<file path="src/rtl/core/rfd_pkg.sv">
// shared types and constants of the rpc frame deframer
`timescale 1ns / 1ps

package rfd_pkg;

  // deframer phase
  typedef enum logic [1:0] {
    PhHunt  = 2'd0,
    PhFrame = 2'd1,
    PhSkip  = 2'd2
  } phase_e;

  // field tags, in frame order
  typedef enum logic [3:0] {
    FldLength    = 4'd0,
    FldIdLen     = 4'd1,
    FldId        = 4'd2,
    FldMethodLen = 4'd3,
    FldMethod    = 4'd4,
    FldErrCode   = 4'd5,
    FldInfoLen   = 4'd6,
    FldInfo      = 4'd7,
    FldPayload   = 4'd8,
    FldChecksum  = 4'd9,
    FldEnd       = 4'd10
  } field_e;

  // frame status reported on the last request of a frame
  typedef enum logic [1:0] {
    StOk      = 2'd0,
    StBadEnd  = 2'd1,
    StBadLen  = 2'd2,
    StOverrun = 2'd3
  } status_e;

  // configuration register indexes
  localparam logic [1:0] CfgStartMarker = 2'd0;
  localparam logic [1:0] CfgEndMarker   = 2'd1;
  localparam logic [1:0] CfgMaxFrameLen = 2'd2;

  // reset values of the configuration registers
  localparam logic [7:0]  StartMarkerRst = 8'd2;
  localparam logic [7:0]  EndMarkerRst   = 8'd3;
  localparam logic [15:0] MaxFrameLenRst = 16'hffff;

  // fixed bytes of a frame: 24 header/trailer bytes plus two markers
  localparam int unsigned FixedOverhead = 24;
  localparam int unsigned MarkerBytes   = 2;
  localparam int unsigned FrameMin      = FixedOverhead + MarkerBytes;

  // bytes in a 32-bit field
  localparam int unsigned WordBytes = 4;

endpackage

</file>
<file path="src/rtl/core/rpc_frame_deframer.sv">
// rpc frame deframer: byte stream in, tagged field bytes and frame status out
//
//  channel  | direction | handshake             | payload
//  ---------+-----------+-----------------------+-----------------------------------------
//  in       | input     | in_valid_i/in_ready_o | data_byte_i
//  out      | output    | out_valid_o/out_ready_i| field_tag_o byte_out_o word_value_o
//           |           |                       | word_valid_o frame_last_o status_o
//  cfg      | input     | cfg_valid_i/cfg_ready_o| cfg_index_i cfg_data_i
//
//  one byte per cycle while in_ready_o is high: each accepted byte updates the
//  frame state and, when it makes a result, loads the output register in the same cycle
//  the result of an accepted byte shows on the outputs in the next cycle
//  the input stays ready while the output register is empty or being taken
//  reset (rst_ni low, asynchronous) returns to hunting and restores the
//  configuration reset values; cfg writes are always taken
`timescale 1ns / 1ps

module rpc_frame_deframer
  import rfd_pkg::*;
#(
  parameter int unsigned POS_BITS = 16
) (
  input  logic        clk_i,
  input  logic        rst_ni,
  // byte stream
  input  logic        in_valid_i,
  output logic        in_ready_o,
  input  logic [7:0]  data_byte_i,
  // tagged results
  output logic        out_valid_o,
  input  logic        out_ready_i,
  output logic [3:0]  field_tag_o,
  output logic [7:0]  byte_out_o,
  output logic [31:0] word_value_o,
  output logic        word_valid_o,
  output logic        frame_last_o,
  output logic [1:0]  status_o,
  // configuration writes
  input  logic        cfg_valid_i,
  output logic        cfg_ready_o,
  input  logic [1:0]  cfg_index_i,
  input  logic [15:0] cfg_data_i
);

  // largest frame position, 33 bits wide so that POS_BITS of 32 works
  localparam logic [32:0] PosMax = (33'd1 << POS_BITS) - 33'd1;

  // configuration registers
  logic [7:0]  start_marker_q;
  logic [7:0]  end_marker_q;
  logic [15:0] max_frame_len_q;

  // frame state, the word register keeps the low three bytes only
  phase_e              phase_q, phase_d;
  logic [POS_BITS-1:0] frame_pos_q, frame_pos_d;
  logic [POS_BITS-1:0] total_len_q, total_len_d;
  field_e              field_q, field_d;
  logic [POS_BITS-1:0] field_left_q, field_left_d;
  logic [23:0]         word_shift_q, word_shift_d;
  logic [POS_BITS-1:0] var_used_q, var_used_d;

  // output register
  logic        out_valid_q;
  logic [3:0]  field_tag_q, field_tag_d;
  logic [7:0]  byte_out_q;
  logic [31:0] word_value_q, word_value_d;
  logic        word_valid_q, word_valid_d;
  logic        frame_last_q, frame_last_d;
  status_e     status_q, status_d;

  logic                res_valid;
  logic                in_accept;
  logic [POS_BITS-1:0] pos_inc;
  logic [31:0]         word_new;
  logic [POS_BITS-1:0] left_dec;
  logic [POS_BITS-1:0] room;
  logic [32:0]         var_sum;
  logic                is_word;
  logic                bad_len;
  logic                overrun;
  logic [POS_BITS-1:0] pay_len;

  assign in_ready_o  = !out_valid_q || out_ready_i;
  assign in_accept   = in_valid_i && in_ready_o;
  assign cfg_ready_o = 1'b1;

  // per-byte datapath terms
  assign pos_inc  = frame_pos_q + POS_BITS'(1);
  assign word_new = {word_shift_q, data_byte_i};
  assign left_dec = field_left_q - POS_BITS'(1);
  assign room     = total_len_q - POS_BITS'(FrameMin);
  assign var_sum  = {1'b0, word_new} + 33'(var_used_q);
  assign is_word  = (field_q == FldLength) || (field_q == FldIdLen) ||
                    (field_q == FldMethodLen) || (field_q == FldErrCode) ||
                    (field_q == FldInfoLen) || (field_q == FldChecksum);
  assign bad_len  = ({1'b0, word_new} < 33'(FrameMin)) ||
                    (word_new > 32'(max_frame_len_q)) ||
                    ({1'b0, word_new} > PosMax);
  assign overrun  = var_sum > 33'(room);

  // next frame state and result
  always_comb begin
    phase_d      = phase_q;
    frame_pos_d  = frame_pos_q;
    total_len_d  = total_len_q;
    field_d      = field_q;
    field_left_d = field_left_q;
    word_shift_d = word_shift_q;
    var_used_d   = var_used_q;
    res_valid    = 1'b0;
    field_tag_d  = field_q;
    word_value_d = '0;
    word_valid_d = 1'b0;
    frame_last_d = 1'b0;
    status_d     = StOk;
    pay_len      = '0;
    if (in_accept) begin
      unique case (phase_q)
        PhHunt: begin
          if (data_byte_i == start_marker_q) begin
            phase_d      = PhFrame;
            frame_pos_d  = POS_BITS'(1);
            total_len_d  = '0;
            var_used_d   = '0;
            field_d      = FldLength;
            field_left_d = POS_BITS'(WordBytes);
            word_shift_d = '0;
          end
        end
        PhSkip: begin
          frame_pos_d = pos_inc;
          if (pos_inc == total_len_q) begin
            phase_d      = PhHunt;
            res_valid    = 1'b1;
            field_tag_d  = FldEnd;
            frame_last_d = 1'b1;
            status_d     = StOverrun;
          end
        end
        PhFrame: begin
          frame_pos_d = pos_inc;
          res_valid   = 1'b1;
          if (field_q == FldEnd) begin
            frame_last_d = 1'b1;
            status_d     = (data_byte_i == end_marker_q) ? StOk : StBadEnd;
            phase_d      = PhHunt;
          end else begin
            if (is_word) begin
              word_shift_d = word_new[23:0];
            end
            field_left_d = left_dec;
            if (left_dec == '0) begin
              if (is_word) begin
                word_value_d = word_new;
                word_valid_d = 1'b1;
              end
              // field complete: check lengths and move to the next field
              unique case (field_q)
                FldLength: begin
                  total_len_d = word_new[POS_BITS-1:0];
                  if (bad_len) begin
                    frame_last_d = 1'b1;
                    status_d     = StBadLen;
                    phase_d      = PhHunt;
                  end else begin
                    field_d      = FldIdLen;
                    field_left_d = POS_BITS'(WordBytes);
                    word_shift_d = '0;
                  end
                end
                FldIdLen: begin
                  if (overrun) begin
                    phase_d = PhSkip;
                  end else begin
                    var_used_d = var_sum[POS_BITS-1:0];
                    if (word_new != '0) begin
                      field_d      = FldId;
                      field_left_d = word_new[POS_BITS-1:0];
                    end else begin
                      field_d      = FldMethodLen;
                      field_left_d = POS_BITS'(WordBytes);
                      word_shift_d = '0;
                    end
                  end
                end
                FldId: begin
                  field_d      = FldMethodLen;
                  field_left_d = POS_BITS'(WordBytes);
                  word_shift_d = '0;
                end
                FldMethodLen: begin
                  if (overrun) begin
                    phase_d = PhSkip;
                  end else begin
                    var_used_d = var_sum[POS_BITS-1:0];
                    if (word_new != '0) begin
                      field_d      = FldMethod;
                      field_left_d = word_new[POS_BITS-1:0];
                    end else begin
                      field_d      = FldErrCode;
                      field_left_d = POS_BITS'(WordBytes);
                      word_shift_d = '0;
                    end
                  end
                end
                FldMethod: begin
                  field_d      = FldErrCode;
                  field_left_d = POS_BITS'(WordBytes);
                  word_shift_d = '0;
                end
                FldErrCode: begin
                  field_d      = FldInfoLen;
                  field_left_d = POS_BITS'(WordBytes);
                  word_shift_d = '0;
                end
                FldInfoLen: begin
                  if (overrun) begin
                    phase_d = PhSkip;
                  end else begin
                    var_used_d = var_sum[POS_BITS-1:0];
                    pay_len    = room - var_sum[POS_BITS-1:0];
                    if (word_new != '0) begin
                      field_d      = FldInfo;
                      field_left_d = word_new[POS_BITS-1:0];
                    end else if (pay_len != '0) begin
                      field_d      = FldPayload;
                      field_left_d = pay_len;
                    end else begin
                      field_d      = FldChecksum;
                      field_left_d = POS_BITS'(WordBytes);
                      word_shift_d = '0;
                    end
                  end
                end
                FldInfo: begin
                  pay_len = room - var_used_q;
                  if (pay_len != '0) begin
                    field_d      = FldPayload;
                    field_left_d = pay_len;
                  end else begin
                    field_d      = FldChecksum;
                    field_left_d = POS_BITS'(WordBytes);
                    word_shift_d = '0;
                  end
                end
                FldPayload: begin
                  field_d      = FldChecksum;
                  field_left_d = POS_BITS'(WordBytes);
                  word_shift_d = '0;
                end
                default: begin
                  // checksum done, only the end marker is left
                  field_d      = FldEnd;
                  field_left_d = POS_BITS'(1);
                end
              endcase
            end
          end
        end
        default: begin
          phase_d = PhHunt;
        end
      endcase
    end
  end

  // configuration registers
  always_ff @(posedge clk_i or negedge rst_ni) begin
    if (!rst_ni) begin
      start_marker_q  <= StartMarkerRst;
      end_marker_q    <= EndMarkerRst;
      max_frame_len_q <= MaxFrameLenRst;
    end else if (cfg_valid_i) begin
      if (cfg_index_i == CfgStartMarker) begin
        start_marker_q <= cfg_data_i[7:0];
      end
      if (cfg_index_i == CfgEndMarker) begin
        end_marker_q <= cfg_data_i[7:0];
      end
      if (cfg_index_i == CfgMaxFrameLen) begin
        max_frame_len_q <= cfg_data_i;
      end
    end
  end

  // frame state registers
  always_ff @(posedge clk_i or negedge rst_ni) begin
    if (!rst_ni) begin
      phase_q      <= PhHunt;
      frame_pos_q  <= '0;
      total_len_q  <= '0;
      field_q      <= FldLength;
      field_left_q <= '0;
      word_shift_q <= '0;
      var_used_q   <= '0;
    end else begin
      phase_q      <= phase_d;
      frame_pos_q  <= frame_pos_d;
      total_len_q  <= total_len_d;
      field_q      <= field_d;
      field_left_q <= field_left_d;
      word_shift_q <= word_shift_d;
      var_used_q   <= var_used_d;
    end
  end

  // output valid
  always_ff @(posedge clk_i or negedge rst_ni) begin
    if (!rst_ni) begin
      out_valid_q <= 1'b0;
    end else if (in_ready_o) begin
      out_valid_q <= res_valid;
    end
  end

  // output payload
  always_ff @(posedge clk_i) begin
    if (res_valid) begin
      field_tag_q  <= field_tag_d;
      byte_out_q   <= data_byte_i;
      word_value_q <= word_value_d;
      word_valid_q <= word_valid_d;
      frame_last_q <= frame_last_d;
      status_q     <= status_d;
    end
  end

  assign out_valid_o  = out_valid_q;
  assign field_tag_o  = field_tag_q;
  assign byte_out_o   = byte_out_q;
  assign word_value_o = word_value_q;
  assign word_valid_o = word_valid_q;
  assign frame_last_o = frame_last_q;
  assign status_o     = status_q;

endmodule

</file>
<file path="config.mk">
export PLATFORM = sky130hd
export DESIGN_NAME = rpc_frame_deframer
export DESIGN_NICKNAME = d
export VERILOG_FILES = /design/src/rtl/core/rfd_pkg.sv /design/src/rtl/core/rpc_frame_deframer.sv
export SDC_FILE = /design/constraint.sdc
export NUM_CORES = 1
export LEC_CHECK = 0
export BUFFER_PORTS_ARGS = -buffer_cell sky130_fd_sc_hd__buf_2
export CAP_MARGIN = 20
export CORE_MARGIN = 1
export CORE_UTILIZATION = 51
export CTS_BUF_LIST = sky130_fd_sc_hd__clkbuf_4 sky130_fd_sc_hd__clkbuf_8
export DETAILED_ROUTE_END_ITERATION = 16
export PLACE_DENSITY = 0.72
export SYNTH_ARGS = -nofsm -noshare
export SYNTH_HDL_FRONTEND = slang
export SYNTH_SLANG_ARGS = --single-unit
</file>
<file path="constraint.sdc">
create_clock -name clk_i -period 5.2 [get_ports clk_i]
set_clock_uncertainty 0.05 [all_clocks]
set_input_delay 0.52 -clock clk_i [delete_from_list [all_inputs] [get_ports clk_i]]
set_output_delay 0.52 -clock clk_i [all_outputs]
set_load 0.005 [all_outputs]
</file>
==> flow_metrics.env <==
export IMPL_grt_pass1_vias=11400
export IMPL_cts_sinks=175
export IMPL_hold_path_class="input pin to asynchronous set/reset pin"
export IMPL_drc=0
export IMPL_rsz0062_at_grt="true"
export IMPL_hold_viol=0
export IMPL_fin_ws_ns=0.0875
export IMPL_yosys_warnings=0
export IMPL_dp_slack_ns=-0.132
export IMPL_synth_most_common_cell="nand2_1"
export IMPL_via_per_inst=6.17
export IMPL_final_area_um2=14700
export IMPL_crit_path_top_delay_cell="or4_1"
export IMPL_cp_data_required_time_ns=5.52
export IMPL_clkTransAtPathRegs_ns=0.12
export IMPL_cp_max_fo=24
export IMPL_die_y_um=162
export IMPL_worst_path_stages=17
export IMPL_syn_area_per_cell_um2=8.98
export IMPL_crit_path_max_incr_delay_ns=0.56
export IMPL_routabilityCongestion=0.975
export IMPL_critPathLaunchType="flop"
export IMPL_cts_tree="yes"
export IMPL_period_needed_ns=5.11
export IMPL_nNetsFinal=1675
export IMPL_numCtsBuffers=17
export IMPL_post_route_period_util=0.983
export IMPL_seq_area_um2=4640
export IMPL_yosys_area_top_type="dfrtp_1"
export IMPL_drt_pass1_iter_count=6
export IMPL_cts_hold_buffers=0
export IMPL_antenna_found_initial=0
export IMPL_io_buffers=80
export IMPL_routed_wl_um=38500
export IMPL_clk_latency_ns=0.50
export IMPL_outcome="complete, no violations"
export IMPL_place_area_um2=14100
export IMPL_fill_cells=2261
export IMPL_num_vias=11700
export IMPL_place_hpwl_um=28800
export IMPL_cp_num_buf_inv=2
export IMPL_netlist_instances=1448
export IMPL_syn_area_um2=13000
export IMPL_globalRouteOverflowTotal=0
export IMPL_core_region_area_um2=25100
export IMPL_yosys_cell_types_count=97
export IMPL_relSlewSlack=0.328
export IMPL_antenna_cells=0
export IMPL_drt_iter0_markers=972
export IMPL_synth_nets=1561
export IMPL_endpoint_kind="flop"
export IMPL_max_freq_mhz=196
export IMPL_grt_max_degree=58
export IMPL_utilization=0.584
export IMPL_cts_max_path_buffers=2
export IMPL_synth_ff_type="dfrtp_1"
export IMPL_crit_type="flop to flop"
export IMPL_drv_cap=0
export IMPL_grt_usage=0.300
export IMPL_worst_slew_pin_slew_ns=1.00
export IMPL_flow_area_growth_from_synthesis_pct=12.7
export IMPL_grt_pass1_wl_um=61000
export IMPL_drive_above_1_share=0.195
export IMPL_synthTopCellsByArea="dfrtp_1 21%, edfxtp_1 11%, ha_1 7.6%, xnor2_1 4.2%, dfstp_2 3.8%"
export IMPL_htreeDepth=4
export IMPL_setup_tns_ns=0
export IMPL_antenna_left=0
export IMPL_arrival_ns=5.43
export IMPL_ys_seq_area_frac=0.357
export IMPL_synth_common_cells="127 x nand2_1, 108 x dfrtp_1, 92 x inv_1, 85 x nor2_1, 81 x a21oi_1"
export IMPL_rrSetupSlack_ns=0.09
export IMPL_cpLargestDelayFamily="simple AND/OR/NAND/NOR gates"
export IMPL_synth_top_area_frac=0.208
export IMPL_multi_input_area_um2=7870
export IMPL_maxSlewViolCount=0
export IMPL_io_pins=82
export IMPL_setup_viol=0
export IMPL_die_w_um=162
export IMPL_async_flop_share=0.726
export IMPL_rows=58
export IMPL_post_drt_wl_per_cell_um=20.2
export IMPL_path_cells="or4_1, nor2_1, xnor2_1, inv_1, ha_1, a21o_1, nand2b_1, or3_1, a211o_1, a21oi_1, o21ai_1, nor4_4, nor2_1, or3_1, o31a_1, buf_12, a22o_1"
export IMPL_r2r_cells=17
export IMPL_dieArea_um2=26100
export IMPL_synth_seq_cells=175
export IMPL_initial_core_util=0.518
export IMPL_ctsRootBufferMaster="clkbuf_8"
export IMPL_synth_edf_count=48
[area by class of cell]
type / count / share of cell area
repair buffers: 156 / 0.0679
flip-flops and latches: 175 / 0.317
well taps: 330 / 0.0282
inverters: 94 / 0.0241
clock inverters: 14 / 0.00956
multi-input cells: 1118 / 0.537
clock buffers: 18 / 0.0165
[per-layer routing]
metal	up-vias	wire [um]	track usage	share of wire
met4	0	2040	0.161	0.053
li1	5511	-	-	-
met5	-	0	0	0
met1	5676	15900	0.378	0.41
met2	448	18300	0.496	0.47
met3	114	2270	0.0490	0.059
[sequential cells by signal (all words and copies together), names as in the netlist]
signal and flops:
frame_last_o 1, word_value_o 32, out_valid_o 1, field_q 4
start_marker_q 8, end_marker_q 8, field_left_q 16, status_o 2
field_tag_o 4, var_used_q 16, phase_q 2, frame_pos_q 16
word_shift_q 24, max_frame_len_q 16, byte_out_o 8, word_valid_o 1
total_len_q 16
[final timing paths]
kind                                                   from                         endpoint
worst max-delay path             total_len_q[9]$_DFFE_PN0P_      word_shift_q[3]$_DFFE_PN0P_
worst min-delay path                                 rst_ni      end_marker_q[4]$_DFFE_PN0P_
worst max register to register   total_len_q[9]$_DFFE_PN0P_      word_shift_q[3]$_DFFE_PN0P_
worst min register to register  frame_pos_q[15]$_DFFE_PN0P_      frame_pos_q[15]$_DFFE_PN0P_
max in group asynchronous                            rst_ni     field_left_q[10]$_DFFE_PN0P_
min in group clk_i                           cfg_data_i[10]  max_frame_len_q[10]$_DFFE_PN1P_
[cell usage in the layout (no fill, tap or decap), types with 14 or more instances in the layout]
| cell type | netlist | final |
|---|---|---|
| xor2_1 | 35 | 31 |
| o31ai_1 | 24 | 24 |
| nor4_1 | 16 | 15 |
| a22o_1 | 26 | 26 |
| and3_1 | 14 | 14 |
| a211oi_1 | 19 | 17 |
| a31oi_1 | 18 | 18 |
| or3_1 | 22 | 22 |
| edfxtp_1 | 48 | 48 |
| ha_1 | 79 | 77 |
| buf_2 | 3 | 80 |
| nor2_1 | 85 | 85 |
| o21ai_0 | 80 | 79 |
| buf_4 | 1 | 74 |
| xnor2_1 | 63 | 63 |
| clkbuf_8 | 0 | 17 |
| o21a_1 | 20 | 20 |
| a21oi_1 | 81 | 79 |
| nor3_1 | 38 | 37 |
| nand4_1 | 22 | 22 |
| o211ai_1 | 19 | 19 |
| nand3_1 | 57 | 57 |
| mux2_2 | 37 | 37 |
| and2_1 | 41 | 40 |
| dfrtp_1 | 108 | 108 |
| a21o_1 | 22 | 22 |
| nand2_1 | 127 | 126 |
| dfstp_2 | 19 | 19 |
| inv_1 | 92 | 92 |
[timing repair]
| action | in CTS | in global routing |
|---|---|---|
| setup endpoints to repair | 0 | 48 |
| setup buffers | 0 | 4 |
| resized for setup | 0 | 23 |
[cells by family after synthesis]
group                      after synthesis  share of synthesized area
muxes                                   42                     0.0362
xor gates and xnor gates               101                     0.0712
adders and majority gates               83                     0.0815
other                                    1                   0.000288
buffers and inverters                  155                     0.0476
and+or+nand+nor                        504                      0.203
AOI/OAI and AO/OA                      387                      0.203
DFF                                    175                      0.357
[through the flow]
stage,instances,hold slack [ns]
6_report,1905,0.00600
5_1_grt,1905,0.0732
3_5_place_dp,1868,0.448
2_1_floorplan,1448,0.174
3_3_place_gp,1868,0.439
4_1_cts,1900,0.0237
Power is left out: the tool's default activity adds up to more than one toggle a clock period on the data nets, which glitch-free logic cannot reach.
